### src/sv/mtcc_pkg.sv
`timescale 1ns / 1ps
// ----------------------------------------------------------------------------
// mtcc_pkg
// Types, codes and helper functions shared by the meter telegram CRC checker.
// ----------------------------------------------------------------------------
package mtcc_pkg;

   localparam logic [7:0]  CH_START      = 8'h2F;   // '/'
   localparam logic [7:0]  CH_END        = 8'h21;   // '!'
   localparam logic [15:0] CRC_POLY_REFL = 16'hA001; // 0x8005 bit-reversed
   localparam logic [15:0] CRC_INIT      = 16'h0000;

   localparam logic [1:0] ST_MATCH    = 2'd0;
   localparam logic [1:0] ST_MISMATCH = 2'd1;
   localparam logic [1:0] ST_BAD_HEX  = 2'd2;

   typedef struct packed {
      logic        valid;
      logic [1:0]  status;
      logic [15:0] crc_computed;
      logic [15:0] crc_received;
   } result_type;

   // Reflected CRC-16 fold of one byte, LSB first.
   function automatic logic [15:0] crc_fold(input logic [15:0] crc, input logic [7:0] data);
      logic [15:0] c;
      c = crc ^ {8'h00, data};
      for (int k = 0; k < 8; k++) begin
         c = c[0] ? ((c >> 1) ^ CRC_POLY_REFL) : (c >> 1);
      end
      return c;
   endfunction

   // Bit 4 set: not a hex digit (nibble reads as 0).
   function automatic logic [4:0] hex_value(input logic [7:0] ch);
      logic [4:0] v;
      if (ch >= 8'h30 && ch <= 8'h39) begin
         v = {1'b0, ch[3:0]};
      end else if ((ch >= 8'h41 && ch <= 8'h46) || (ch >= 8'h61 && ch <= 8'h66)) begin
         v = {1'b0, ch[3:0] + 4'd9};
      end else begin
         v = 5'h10;
      end
      return v;
   endfunction

endpackage

### src/sv/mtcc_parser.sv
`timescale 1ns / 1ps
// ----------------------------------------------------------------------------
// mtcc_parser
// Telegram phase tracking, running CRC and CRC digit capture; one byte per
// enabled cycle, result presented combinationally.
// ----------------------------------------------------------------------------
module mtcc_parser (
   input  logic                 clock,
   input  logic                 reset,
   input  logic                 step_en,
   input  logic [7:0]           rx_byte,
   output mtcc_pkg::result_type result
);

   typedef enum logic [1:0] {
      PH_IDLE   = 2'd0,
      PH_BODY   = 2'd1,
      PH_DIGITS = 2'd2
   } phase_type;

   phase_type   phase_ff, phase_in;
   logic [15:0] crc_ff, crc_in;
   logic [15:0] digits_ff, digits_in;
   logic [1:0]  count_ff, count_in;
   logic        bad_ff, bad_in;
   logic [4:0]  hex;
   logic [15:0] fold_run;
   logic [15:0] fold_new;

   assign hex      = mtcc_pkg::hex_value(rx_byte);
   assign fold_run = mtcc_pkg::crc_fold(crc_ff, rx_byte);
   assign fold_new = mtcc_pkg::crc_fold(mtcc_pkg::CRC_INIT, rx_byte);

   always_comb begin
      phase_in  = phase_ff;
      crc_in    = crc_ff;
      digits_in = digits_ff;
      count_in  = count_ff;
      bad_in    = bad_ff;
      result.valid        = 1'b0;
      result.status       = mtcc_pkg::ST_MATCH;
      result.crc_computed = crc_ff;
      result.crc_received = {digits_ff[11:0], hex[3:0] & {4{~hex[4]}}};
      unique case (phase_ff)
         PH_DIGITS: begin
            digits_in = result.crc_received;
            bad_in    = bad_ff | hex[4];
            count_in  = count_ff + 2'd1;
            if (count_ff == 2'd3) begin
               result.valid = 1'b1;
               phase_in     = PH_IDLE;
               if (bad_in) begin
                  result.status = mtcc_pkg::ST_BAD_HEX;
               end else if (result.crc_received == crc_ff) begin
                  result.status = mtcc_pkg::ST_MATCH;
               end else begin
                  result.status = mtcc_pkg::ST_MISMATCH;
               end
            end
         end
         PH_BODY: begin
            if (rx_byte == mtcc_pkg::CH_START) begin
               crc_in = fold_new;
            end else begin
               crc_in = fold_run;
               if (rx_byte == mtcc_pkg::CH_END) begin
                  phase_in  = PH_DIGITS;
                  digits_in = 16'h0000;
                  count_in  = 2'd0;
                  bad_in    = 1'b0;
               end
            end
         end
         default: begin
            if (rx_byte == mtcc_pkg::CH_START) begin
               phase_in = PH_BODY;
               crc_in   = fold_new;
            end
         end
      endcase
      result.valid = result.valid & step_en;
   end

   always_ff @(posedge clock) begin
      if (reset) begin
         phase_ff  <= PH_IDLE;
         crc_ff    <= 16'h0000;
         digits_ff <= 16'h0000;
         count_ff  <= 2'd0;
         bad_ff    <= 1'b0;
      end else if (step_en) begin
         phase_ff  <= phase_in;
         crc_ff    <= crc_in;
         digits_ff <= digits_in;
         count_ff  <= count_in;
         bad_ff    <= bad_in;
      end
   end

   assert property (@(posedge clock) disable iff (reset)
      (phase_ff == PH_BODY && step_en && rx_byte == mtcc_pkg::CH_END) |=>
         (phase_ff == PH_DIGITS && count_ff == 2'd0 && !bad_ff))
      else $error("mtcc_parser: digit capture not armed after end mark");

   assert property (@(posedge clock) disable iff (reset)
      result.valid |-> (phase_ff == PH_DIGITS && count_ff == 2'd3))
      else $error("mtcc_parser: result outside fourth digit");

   assert property (@(posedge clock) disable iff (reset)
      (step_en && phase_ff == PH_DIGITS && count_ff == 2'd3) |=> (phase_ff == PH_IDLE))
      else $error("mtcc_parser: telegram not closed after fourth digit");

endmodule

### config.mk
export PLATFORM = sky130hd
export DESIGN_NAME = mtcc_parser
export DESIGN_NICKNAME = d
export VERILOG_FILES = /design/src/sv/mtcc_pkg.sv /design/src/sv/mtcc_parser.sv
export SDC_FILE = /design/constraint.sdc
export NUM_CORES = 1
export LEC_CHECK = 0
export ABC_AREA = 1
export BUFFER_PORTS_ARGS = -buffer_cell sky130_fd_sc_hd__buf_4
export CAP_MARGIN = 20
export CORE_MARGIN = 3
export CORE_UTILIZATION = 61
export DETAILED_ROUTE_END_ITERATION = 16
export HOLD_SLACK_MARGIN = 0.1
export PLACE_DENSITY = 0.86
export SLEW_MARGIN = 20
export SYNTH_ARGS = -nofsm -noshare
export SYNTH_HDL_FRONTEND = slang
export SYNTH_SLANG_ARGS = --single-unit
export TNS_END_PERCENT = 30
### constraint.sdc
create_clock -name clock -period 4.01 [get_ports clock]
set_clock_uncertainty 0.05 [all_clocks]
set_input_delay 0.2005 -clock clock [delete_from_list [all_inputs] [get_ports clock]]
set_output_delay 0.2005 -clock clock [all_outputs]
set_load 0.01 [all_outputs]
==> impl_metrics.yaml <==
synthesis:
  yosys.area_share.xor_xnor_pct: 8.79
  syn_area_per_cell_um2: 6.58
  ys_types: 35
  seq_area_frac_synth_pct: 25.6
  synth-simple-area-share_pct: 33.1
  synthMuxAreaShare_pct: 0
  yosysTopAreaCellShare_pct: 25.6
  ys_seq_elements: 33
  async_flop_share_pct: 0
  yosys_warnings: 0
  yosysTopAreaCell: "dfxtp_1"
  synth_compound_area_share_pct: 13.4
  synthTopCellsByArea: "dfxtp_1, nand2_1, ha_1"
  synth_cells: 392
  synth_edf_count: 0
  yosys.area_share.adder_pct: 9.71
  synth_top_family_by_area: "simple AND/OR/NAND/NOR gates"
  synth_ff_type: "dfxtp_1"
  mappedNetlistNets: 423
  synth_area_um2: 2580
cts:
  cts_resized: 0
  clock_path_buffers: 2
  insertion_delay_ns: 0.28
  htreeDepth: 2
  root_buffer: "clkbuf_8"
  cts_setup_buffers: 0
  cts_tree: "done"
  path_clk_slew_ns: 0.07
  cts_sinks: 33
  cts_made_buffers: 5
  cts_hold_buf: 0
routing:
  drt_first_pass_iters: 4
  totalWireLength_um: 6700
  drcViolationCount: 0
  antenna_left: 0
  wl_per_cell_um: 13.8
  drt_iter0_drc: 200
  vias_per_cell: 5.45
  route.vias.total: 2644
grt:
  overflow: 0
  first_global_vias: 2451
  track_usage_pct: 27.1
  antenna_found_initial: 0
  grt_max_degree: 27
  grt_first_pass_wirelength_um: 11100
layout:
  fillCellCount: 329
  finish.utilization_pct: 75.2
  n_antenna_cell: 0
  fin_area_um2: 3030
  syn_to_final_growth_pct: 17.6
  layout-drive-gt1-share_pct: 18.2
  final_nets: 465
outcome:
  status: "finished, final reports clean"
critical_path:
  crit_arrival_ns: 2.01
  required_ns: 3.76
  critical_path_class: "in2out"
  cp-end-kind: "primary output"
  start_kind: "input port"
  path_max_fanout: 6
hold_path:
  min_path_type: "in2reg"
timing:
  post-route-min-period_ns: 2.26
  rsz0062_at_grt: "false"
  hold_viol_final: 0
  relSlewSlack_pct: 71.8
  timing.setup.tns_ns: 0
  tightest_slew_ns: 0.419
  final_max_slew_viol_count: 0
  period_share_pct: 56.3
  setup_viol: 0
  fmax_mhz: 443
placement:
  dp_hpwl_um: 5250
  place.gp.congestion: 0.894
  postPlaceCellArea_um2: 2920
  portBuffers: 45
job:
  drv_cap: 0
floorplanning:
  rows: 23
  coreArea_um2: 4030
  die_w_um: 71
  die_h_um: 71
  dieArea_um2: 5040
  initial_core_util_pct: 64.0
  io_pins: 46
power_and_ir_drop:
  p_per_area_nw_per_um2: 315
  ir_drop_uv: 309
  power_leakage_nw: 1.47
synthesized netlist by cell type (3+ instances only):
cell and n:
nand2_1 129, inv_1 39, a21oi_1 34, dfxtp_1 33, nand3_1 25, ha_1 20
o21ai_0 20, xnor2_1 15, nor2_1 14, xor2_1 9, inv_2 7, nand4_1 6
nand2_2 5, clkbuf_1 4, o211ai_1 4, buf_6 3, nor2_2 3
cell families (layout without fill, tap and decap cells):
group	after synthesis	after routing
AND/OR/NAND/NOR	194	194
XOR/XNOR	25	25
AO/OA/AOI/OAI	63	63
flip-flops	33	33
buffers and inverters	57	100
adder cells (fa/ha/maj)	20	20
worst max-delay path, cell delays in order:
cell and delay [ns]:
buf_4 0.14, inv_1 0.13, ha_1 0.27, nand2_1 0.09
o21ai_0 0.18, nand2_1 0.07, nand2_1 0.10, nand3_2 0.13
nand2_1 0.10, inv_1 0.08, nand2_1 0.07, nand2_1 0.05
inv_1 0.06, nand3_1 0.06, nor2_1 0.08, nor2_1 0.04
buf_4 0.13
cells in the final DEF (no fill, tap or decap), drive strengths merged, types with 2 or more instances in the layout:
master,instances
o211ai,4
nor2,18
inv,47
buf,45
nand2,134
nand4,6
o21ai,22
nand3,28
xor2,9
or2,4
a21oi,35
xnor2,16
dfxtp,33
clkbuf,5
ha,20
nor3,2
power by group:
| part | internal (mW) | switching, mW |
|---|---|---|
| Combinational | 0.104 | 0.176 |
| Clock | 0.186 | 0.129 |
| Sequential | 0.341 | 0.0167 |
| Total | 0.631 | 0.322 |
final cells by class:
type / instances / area, µm² / area share (%)
multi-input cells: 302 / 1680 / 55.3
flip-flops and latches: 33 / 661 / 21.8
repair buffers: 45 / 338 / 11.1
inverters: 47 / 179 / 5.90
clock buffers: 5 / 68.8 / 2.27
well taps: 50 / 62.6 / 2.06
clock inverters: 3 / 46.3 / 1.53
stage by stage:
| step | total power [mW] | cells | hold WS, ns | setup slack, ns |
|---|---|---|---|---|
| global route | 1.01 | 485 | 0.224 | 1.55 |
| detailed placement | 0.640 | 477 | 0.425 | 1.78 |
| floorplan | 0.564 | 392 | 0.361 | 2.11 |
| CTS | 0.951 | 485 | 0.204 | 1.77 |
| finish | 0.954 | 485 | 0.214 | 1.75 |
| global placement | 0.635 | 477 | 0.416 | 1.83 |
registers in the layout, summed over array words and instances (netlist names):
name       count
crc_ff        16
phase_ff       2
digits_ff     12
bad_ff         1
count_ff       2
path summary, 6_finish.rpt:
check | start | to | slack [ns] | depth (start not counted)
setup / recovery | rx_byte[7] | result[32] | 1.75 | 17
hold / removal | reset | digits_ff[5] | 0.21 | 2
setup reg to reg | phase_ff[1] | crc_ff[3] | 1.90 | 8
hold reg to reg | phase_ff[1] | phase_ff[1] | 0.43 | 2
layer usage:
metal  share of wire, %  routed length [µm]  GRT usage (%)
met1                 45                2990           36.6
met2                 47                3120           43.9
met5                  0                   0              0
met4                1.5                  99           8.56
met3                7.2                 485           4.69
No activity file was read; power rests on OpenSTA's default activity.
